$ cat src/isotp_pkg.sv
// ----------------------------------------------------------------------------
// isotp_pkg: shared types and constants for the ISO-TP frame segmenter
// Header codes, frame capacities and the structs that pass between the
// segmenter state logic and the top level.
// ----------------------------------------------------------------------------
package isotp_pkg;

   localparam logic [7:0] FF_HEADER   = 8'h10;
   localparam logic [7:0] CF_HEADER   = 8'h20;
   localparam logic [3:0] SEQ_FIRST   = 4'h1;
   localparam logic [2:0] FF_CAPACITY = 3'd6;
   localparam logic [2:0] CF_CAPACITY = 3'd7;
   localparam logic [7:0] PAD_BYTE    = 8'h00;
   localparam int unsigned STORE_BYTES = 7;

   // Segmenter state carried from one payload byte to the next
   typedef struct packed {
      logic [8*STORE_BYTES-1:0] store;   // frame bytes 1..7, byte 1 in the low bits
      logic [2:0]               fill;    // payload bytes placed in the open frame
      logic [7:0]               taken;   // payload bytes taken for the message
      logic [7:0]               length;  // latched message length
      logic [10:0]              id;      // latched CAN identifier
      logic [3:0]               seq;     // sequence number of the next CF
      logic                     first;   // open frame is the first frame
   } seg_state_type;

   // One complete CAN frame, data[0] is the control header
   typedef struct packed {
      logic [10:0]     frame_id;
      logic [7:0][7:0] data;
      logic            last;
   } frame_type;

endpackage

$ cat src/isotp_seg_step.sv
// ----------------------------------------------------------------------------
// isotp_seg_step: next-state and frame logic for one payload byte
// Places the byte into the open frame, decides whether the frame is complete
// and builds the outgoing frame. Purely combinational.
// ----------------------------------------------------------------------------
module isotp_seg_step (
   input  isotp_pkg::seg_state_type state_cur,
   input  logic [10:0]              in_can_id,
   input  logic [7:0]               in_message_length,
   input  logic [7:0]               in_data_byte,
   input  logic                     in_start_of_message,
   output isotp_pkg::seg_state_type state_nxt,
   output logic                     emit,
   output isotp_pkg::frame_type     frame
);

   isotp_pkg::seg_state_type base;
   isotp_pkg::seg_state_type added;
   logic                     closed;
   logic                     take;
   logic [3:0]               pos_wide;
   logic [2:0]               pos;
   logic [2:0]               cap;

   always_comb begin
      // restart the message on a start byte
      base = state_cur;
      if (in_start_of_message) begin
         base.id     = in_can_id;
         base.length = in_message_length;
         base.taken  = '0;
         base.fill   = '0;
         base.store  = '0;
         base.seq    = isotp_pkg::SEQ_FIRST;
         base.first  = 1'b1;
      end

      closed = (base.taken >= base.length);
      take   = !closed;

      // byte position inside frame bytes 1..7
      pos_wide = {1'b0, base.fill} + {3'b000, base.first};
      pos      = (pos_wide > 4'd6) ? 3'd6 : pos_wide[2:0];

      added = base;
      if (take) begin
         for (int k = 0; k < isotp_pkg::STORE_BYTES; k++) begin
            if (pos == 3'(k)) begin
               added.store[8*k +: 8] = base.store[8*k +: 8] | in_data_byte;
            end
         end
         added.fill  = base.fill + 3'd1;
         added.taken = base.taken + 8'd1;
      end

      cap  = base.first ? isotp_pkg::FF_CAPACITY : isotp_pkg::CF_CAPACITY;
      emit = (in_start_of_message && closed) ||
             (take && ((added.taken >= added.length) || (added.fill >= cap)));

      // build the frame from the updated store
      frame.frame_id = added.id;
      if (added.first) begin
         frame.data[0] = isotp_pkg::FF_HEADER;
         frame.data[1] = added.length;
      end else begin
         frame.data[0] = isotp_pkg::CF_HEADER | {4'h0, added.seq};
         frame.data[1] = added.store[7:0];
      end
      for (int k = 2; k < 8; k++) begin
         frame.data[k] = added.store[8*(k-1) +: 8];
      end
      frame.last = (added.taken >= added.length);

      // close the frame once it goes out
      state_nxt = added;
      if (emit) begin
         if (!added.first) begin
            state_nxt.seq = added.seq + 4'd1;
         end
         state_nxt.first = 1'b0;
         state_nxt.store = {isotp_pkg::STORE_BYTES{isotp_pkg::PAD_BYTE}};
         state_nxt.fill  = '0;
      end
   end

endmodule

$ cat src/isotp_frame_segmenter.sv
// ----------------------------------------------------------------------------
// isotp_frame_segmenter: ISO-TP transmit segmentation into CAN frames
// Packs a byte stream into first and consecutive frames with zero padding.
// ----------------------------------------------------------------------------
// Usage: feed one payload byte per req transfer; set req_start_of_message on
// the first byte of a message together with its CAN identifier and length.
// The block always sends a first frame (0x10, length, up to 6 bytes) and then
// consecutive frames (0x20 | sequence, up to 7 bytes, sequence 1..15, 0, ...),
// padding unused bytes with zero and flagging the final frame on
// rsp_last_frame. A start byte in the middle of a message drops the open
// message; a start byte with length zero sends a lone first frame at once.
// Bytes arriving with no open message are dropped. Throughput is one byte per
// clock unless the stall below holds it: a byte is registered at the input,
// runs through the combinational state update, and a finished frame lands in
// the output register that drives rsp_valid. The only stall comes from
// rsp_ready: a frame-completing byte waits while the output register holds
// an untaken frame.
// ----------------------------------------------------------------------------
module isotp_frame_segmenter (
   input  logic        clock,
   input  logic        reset,
   input  logic        req_valid,
   output logic        req_ready,
   input  logic [10:0] req_can_id,
   input  logic [7:0]  req_message_length,
   input  logic [7:0]  req_data_byte,
   input  logic        req_start_of_message,
   output logic        rsp_valid,
   input  logic        rsp_ready,
   output logic [10:0] rsp_frame_id,
   output logic [7:0]  rsp_byte_0,
   output logic [7:0]  rsp_byte_1,
   output logic [7:0]  rsp_byte_2,
   output logic [7:0]  rsp_byte_3,
   output logic [7:0]  rsp_byte_4,
   output logic [7:0]  rsp_byte_5,
   output logic [7:0]  rsp_byte_6,
   output logic [7:0]  rsp_byte_7,
   output logic        rsp_last_frame
);

   // input register
   logic        in_valid_ff, in_valid_in;
   logic [10:0] in_can_id_ff;
   logic [7:0]  in_length_ff;
   logic [7:0]  in_data_ff;
   logic        in_sof_ff;

   // segmenter state
   isotp_pkg::seg_state_type state_ff, state_in;

   // output register
   logic                 out_valid_ff, out_valid_in;
   isotp_pkg::frame_type out_frame_ff;

   // step logic results
   logic                 emit;
   isotp_pkg::frame_type frame;
   logic                 advance;

   isotp_seg_step u_step (
      .state_cur           (state_ff),
      .in_can_id           (in_can_id_ff),
      .in_message_length   (in_length_ff),
      .in_data_byte        (in_data_ff),
      .in_start_of_message (in_sof_ff),
      .state_nxt           (state_in),
      .emit                (emit),
      .frame               (frame)
   );

   // A registered byte advances unless it completes a frame while the
   // output register is still full and not being drained.
   assign advance     = in_valid_ff && (!emit || !out_valid_ff || rsp_ready);
   assign req_ready   = !in_valid_ff || advance;
   assign in_valid_in = (req_valid && req_ready) || (in_valid_ff && !advance);

   always_comb begin
      out_valid_in = out_valid_ff;
      if (rsp_ready) begin
         out_valid_in = 1'b0;
      end
      if (advance && emit) begin
         out_valid_in = 1'b1;
      end
   end

   always_ff @(posedge clock) begin
      if (reset) begin
         in_valid_ff  <= 1'b0;
         out_valid_ff <= 1'b0;
         state_ff     <= '{store:  '0,
                           fill:   '0,
                           taken:  '0,
                           length: '0,
                           id:     '0,
                           seq:    isotp_pkg::SEQ_FIRST,
                           first:  1'b1};
      end else begin
         in_valid_ff  <= in_valid_in;
         out_valid_ff <= out_valid_in;
         if (advance) begin
            state_ff <= state_in;
         end
      end
   end

   // payload registers: capture on transfer, hold otherwise
   always_ff @(posedge clock) begin
      if (req_valid && req_ready) begin
         in_can_id_ff <= req_can_id;
         in_length_ff <= req_message_length;
         in_data_ff   <= req_data_byte;
         in_sof_ff    <= req_start_of_message;
      end
      if (advance && emit) begin
         out_frame_ff <= frame;
      end
   end

   assign rsp_valid      = out_valid_ff;
   assign rsp_frame_id   = out_frame_ff.frame_id;
   assign rsp_byte_0     = out_frame_ff.data[0];
   assign rsp_byte_1     = out_frame_ff.data[1];
   assign rsp_byte_2     = out_frame_ff.data[2];
   assign rsp_byte_3     = out_frame_ff.data[3];
   assign rsp_byte_4     = out_frame_ff.data[4];
   assign rsp_byte_5     = out_frame_ff.data[5];
   assign rsp_byte_6     = out_frame_ff.data[6];
   assign rsp_byte_7     = out_frame_ff.data[7];
   assign rsp_last_frame = out_frame_ff.last;

   // an open frame never holds as many bytes as it can carry
   a_fill_below_cap: assert property (@(posedge clock) disable iff (reset)
      state_ff.fill < (state_ff.first ? isotp_pkg::FF_CAPACITY : isotp_pkg::CF_CAPACITY))
      else $error("open frame fill reached its capacity");

   // never take more bytes than the message length
   a_taken_in_range: assert property (@(posedge clock) disable iff (reset)
      state_ff.taken <= state_ff.length)
      else $error("bytes taken exceed message length");

   // frame byte 1 of a first frame is the length, never payload
   a_ff_slot_free: assert property (@(posedge clock) disable iff (reset)
      state_ff.first |-> (state_ff.store[7:0] == isotp_pkg::PAD_BYTE))
      else $error("payload written to length slot of first frame");

   // a completed frame shows up on the output next cycle
   a_emit_to_rsp: assert property (@(posedge clock) disable iff (reset)
      (advance && emit) |=> (rsp_valid && (rsp_byte_0 == $past(frame.data[0]))))
      else $error("completed frame did not reach the output register");

endmodule

$ cat config.mk
export PLATFORM = sky130hd
export DESIGN_NAME = isotp_frame_segmenter
export DESIGN_NICKNAME = d
export VERILOG_FILES = /design/src/isotp_pkg.sv /design/src/isotp_seg_step.sv /design/src/isotp_frame_segmenter.sv
export SDC_FILE = /design/constraint.sdc
export NUM_CORES = 1
export LEC_CHECK = 0
export ABC_AREA = 0
export BUFFER_PORTS_ARGS = -buffer_cell sky130_fd_sc_hd__buf_2
export CORE_MARGIN = 3
export CORE_UTILIZATION = 30
export DETAILED_ROUTE_END_ITERATION = 6
export HOLD_SLACK_MARGIN = 0.03
export SLEW_MARGIN = 15
export SYNTH_ARGS = -nofsm -noshare
export SYNTH_HDL_FRONTEND = slang
export SYNTH_SLANG_ARGS = --single-unit
$ cat constraint.sdc
create_clock -name clock -period 9.21 [get_ports clock]
set_input_delay 0.4605 -clock clock [delete_from_list [all_inputs] [get_ports clock]]
set_output_delay 0.4605 -clock clock [all_outputs]
set_load 0.005 [all_outputs]
---- After elaboration in Yosys (flattened, before gate mapping) ----
Index checks and enable logic that the tools add are counted.
word-level totals
  output and inout port bits .............. 78
  register bits after elaboration ......... 197
cells by class
  magnitude comparators ................... 4
  equal/unequal tests ..................... 6
  reductions and logical operators ........ 19
  bitwise logic cells ..................... 7
  multiplexer cells ....................... 17
  add/subtract/negate cells ............... 4
operators by type and width
  kind                   number
  $mux W91               1
  $mux W67               1
  $mux W59               1
  $mux W8                7
  $or A8 B8 Y8           7
  $ge A8 B8 Y1           2
  $mux W16               1
  $eq A3 B3 Y1 const B   3
  $add A8 B1 Y8 const B  1
  $eq A3 B2 Y1 const B   2
  $logic_and A1 B1 Y1    6
  $logic_or A1 B1 Y1     6
  $logic_not A1 Y1       5
  $mux W5                1
  $add A3 B1 Y4          1
  $add A4 B1 Y4 const B  1
  $gt A4 B3 Y1 const B   1
  $mux W4                1
  $add A3 B1 Y3 const B  1
  $eq A3 B1 Y1 const B   1
  $ge A3 B3 Y1           1
  $logic_not A3 Y1       1
  $mux W1                3
  $mux W3                1
  $reduce_bool A2 Y1     1

---- Longest topological paths before layout ----
  word-level depth ........................ 18
  gate-level depth with buffers ........... 24
  gate-level depth less buffers ........... 18

---- By module ----
Synthesis repeated with hierarchy kept, for this count alone.
second synthesis, totals
  cells, all modules ...................... 884
  area, all modules ....................... 9,927.0 µm²
modules (own cells, without submodules)
  module                 cells an instance  times used  area each (µm²)  seq. area each (µm²)
  isotp_frame_segmenter  509                1           7,352.1          4,984.8
  isotp_seg_step         375                1           2,575.0          0.0

---- Least setup slack after synthesis ----
OpenSTA, ideal clock, no wires.
  path kind ............................... register -> register
  start point ............................. register in_sof_ff
  end point ............................... register in_can_id_ff[0] (enable)
  path buffers ............................ 4
  arrival ................................. 6.656 ns
  setup time .............................. 0.422 ns
  stages on the path, launching flop included .. 22
  slack ................................... 2.132 ns
  required time ........................... 8.788 ns
  cell sequence ........................... edfxtp_1 -> buf_2 -> clkbuf_1 -> clkbuf_1 -> clkbuf_1 -> mux2i_1 -> inv_1 -> ha_1 -> nand2b_1 -> a2111oi_2 -> o31ai_2 -> nor3_1 -> and3_1 -> xnor2_1 -> nor2_1 -> ha_1 -> and3_1 -> a221oi_1 -> o211ai_1 -> a211oi_1 -> nor2_2 -> a21oi_1
RTL lines
  element                 line                          RTL
  from (decl)             isotp_frame_segmenter.sv:47   logic in_sof_ff;
  from (signal assigned)  isotp_frame_segmenter.sv:114  in_sof_ff <= req_start_of_message;
  to (signal assigned)    isotp_frame_segmenter.sv:111  in_can_id_ff <= req_can_id;
  to (decl)               isotp_frame_segmenter.sv:44   logic [10:0] in_can_id_ff;

==> impl_metrics.ini <==
[pwr]
p_sw_mw = 0.468
p_sw_frac = 0.246
vdd_ir_drop_max_mv = 0.0897
power_density_nw_per_um2 = 200
leakagePower_nw = 3.53
seqPwrFrac = 0.509
clkPwrFrac = 0.399
power_frac_comb = 0.091
intPower_mw = 1.44

[logic_synthesis]
syn_area_um2 = 8160
synthFlopType = edfxtp_1
synth_seq_area_share = 0.603
syn_area_per_cell_um2 = 11.6
yosysMostFrequentCell = edfxtp_1
ys_ff_latch = 195
synth_top_area_share = 0.375
synth_async_sr_flop_share = 0
synth_cell_types = 66
yosysWarnings = 0
ys_top_cells_by_count = 102 x edfxtp_1, 93 x dfxtp_1, 75 x nor2_1, 56 x nand2_1
synth_top_area_cell = edfxtp_1
syn_inst = 706
synth_edf_count = 102
ys_top_cells_by_area = edfxtp_1 38%, dfxtp_1 23%, a22o_1 5.2%, a22oi_1 4.4%, nor2_1 3.4%

[clock_tree]
cts.clk_slew.worst_paths_ps = 80
cts_buffers = 17
post_cts_resized = 0
clock-sinks = 195
clock_latency_ps = 430
root_buffer = clkbuf_16
htreeDepth = 4
cts_buffer_depth = 2
postCtsSetupBuffers = 0
cts_tree = done
cts_hold_buf = 0

[cells_and_area]
drive_gt1_frac = 0.218
fin_cells = 1130
num_antenna_cells = 0
multiInputGateArea_um2 = 2950
layout.area.seq_um2 = 4920
n_fill_cell = 2638
synthToLayoutAreaGrowth_pct = 17.0
nNetsFinal = 835

[global_route]
grt_max_degree = 65
grt.total_usage = 0.135
grt_overflow = 0
first_global_vias = 5691
grt_pass1_wl_um = 31300
grt_antenna_before_repair = 0

[placement]
place_congestion = 0.845
portBuffers = 107
placed_cells = 1098
hpwl_um = 12700

[sta]
slew_viol_final = 0
tightest_slew_ps = 1040
finalSetupTns_ps = 0
max_freq_ghz = 0.141
period_needed_ps = 7070
clock_skew_ps = 12.6
rsz0062_at_grt = false
setup_viol = 0
relSlewSlack = 0.306
final.period_utilization = 0.768
hold_viol = 0

[floorplanning]
num_rows = 59
ios = 110
core_area_um2 = 26400
die_area_um2 = 29200
die_x_um = 171
start_util = 0.309
die_h_um = 171

[critical_path]
arrival_ps = 7410
required_ps = 9550
critical_path_class = reg2reg
cp-end-kind = flop
cp_max_fo = 51
crit_path_start_kind = flop

[drt]
finalWirelength_um = 19500
antenna_left = 0
firstDrtPassIters = 5
avgRoutedWirePerCell_um = 17.3
drc = 0
num_vias = 5735
drt-vias-per-instance = 5.08
first_iter_violations = 418

[min_path]
hold_class = in2reg

[flow_run]
maxCapViolCount = 0

[run_status]
status = completed
kinds of logic after synthesis:
family                   share of synthesized area
adder cells (fa/ha/maj)                     0.0322
flip-flops                                   0.603
buffers and inverters                       0.0380
multiplexers                                0.0250
XOR/XNOR                                   0.00859
other                                     0.000460
AO/OA/AOI/OAI                                0.183
AND/OR/NAND/NOR                              0.109
per-layer routing:
metal | wire length (um) | GRT usage | part of all wire | vias up
met4 | 363 | 0.0448 | 0.019 | 0
met3 | 933 | 0.0287 | 0.048 | 20
li1 | - | - | - | 2775
met1 | 9360 | 0.192 | 0.48 | 2770
met2 | 8880 | 0.207 | 0.45 | 170
met5 | 0 | 0 | 0 | -
stage by stage:
step                      setup WS, ps  area [um^2]  utilization  hold slack, ps  power [mW]
after floorplan                   2130         8160            -             434        1.11
after CTS                         2140         9540        0.361             189        1.93
after detailed placement          2190         8940        0.338             447        1.17
after global placement            2370         8940        0.338             441        1.17
after global routing              1500         9540        0.361             189        1.99
final                             2140         9540        0.361             204        1.91
worst paths after layout:
check	depth (start not counted)	slack [ps]	startpoint	to
worst min register to register	2	450	state_ff[12]$_SDFFE_PP0P_	state_ff[12]$_SDFFE_PP0P_
worst min-delay path	1	200	req_message_length[2]	in_length_ff[2]$_DFFE_PP_
worst max register to register	20	2140	in_sof_ff$_DFFE_PP_	state_ff[28]$_SDFFE_PP0P_
worst max-delay path	20	2140	in_sof_ff$_DFFE_PP_	state_ff[28]$_SDFFE_PP0P_
flip-flops by register name (all words and copies together) (netlist names):
signal,count
rsp_byte_7,8
rsp_byte_6,8
in_sof_ff,1
rsp_frame_id,11
in_can_id_ff,11
rsp_byte_5,8
rsp_byte_1,8
rsp_byte_4,8
rsp_byte_0,6
rsp_byte_2,8
in_length_ff,8
rsp_last_frame,1
rsp_byte_3,8
in_valid_ff,1
state_ff,91
rsp_valid,1
in_data_ff,8
power by group through the flow:
stage / clock [mW] / combinational (mW) / sequential [mW]
global placement: 0 / 0.175 / 0.990
global route: 0.817 / 0.197 / 0.974
floorplan: 0 / 0.127 / 0.980
finish: 0.761 / 0.174 / 0.971
CTS: 0.780 / 0.177 / 0.971
detailed placement: 0 / 0.175 / 0.990
cell type report:
| type | instances | area share |
|---|---|---|
| flip-flops and latches | 195 | 0.516 |
| multi-input cells | 437 | 0.309 |
| repair buffers | 113 | 0.0608 |
| clock buffers | 17 | 0.0446 |
| well taps | 335 | 0.0439 |
| clock inverters | 15 | 0.0187 |
| inverters | 18 | 0.00708 |
layout by cell type, fill, tap and decap left out, types with 3 or more instances in the layout:
| cell type | count |
|---|---|
| o211ai_1 | 4 |
| a31oi_1 | 5 |
| a22oi_1 | 48 |
| nor2_1 | 75 |
| dfxtp_1 | 93 |
| o21ai_0 | 7 |
| and3_1 | 3 |
| and2_1 | 3 |
| clkinv_2 | 3 |
| a21o_1 | 5 |
| nand2b_1 | 8 |
| nor2b_1 | 15 |
| inv_6 | 3 |
| xnor2_1 | 7 |
| inv_1 | 15 |
| nor3_1 | 7 |
| mux2_2 | 11 |
| o32ai_1 | 9 |
| a211oi_1 | 18 |
| edfxtp_1 | 102 |
| ha_1 | 21 |
| a22o_1 | 48 |
| bufinv_16 | 3 |
| buf_4 | 6 |
| nand2_1 | 56 |
| clkbuf_16 | 17 |
| buf_2 | 107 |
| nand3_1 | 6 |
| a21oi_1 | 28 |
| nand4_1 | 3 |
| mux2i_1 | 8 |
worst max-delay path: stages, from the launching register on:
cell,delay [ps]
edfxtp_1,1040
buf_4,410
nor2b_1,120
ha_1,310
a21o_1,200
a2111oi_2,450
o31ai_2,240
nor3_1,500
and3_1,270
xnor2_1,130
nor2_1,70
ha_1,290
and3_1,160
a221oi_1,320
o211ai_1,300
a2111oi_4,410
buf_4,540
a21oi_4,290
buf_4,370
or3_1,350
a41oi_1,200
No activity file was read; power rests on OpenSTA's default activity.
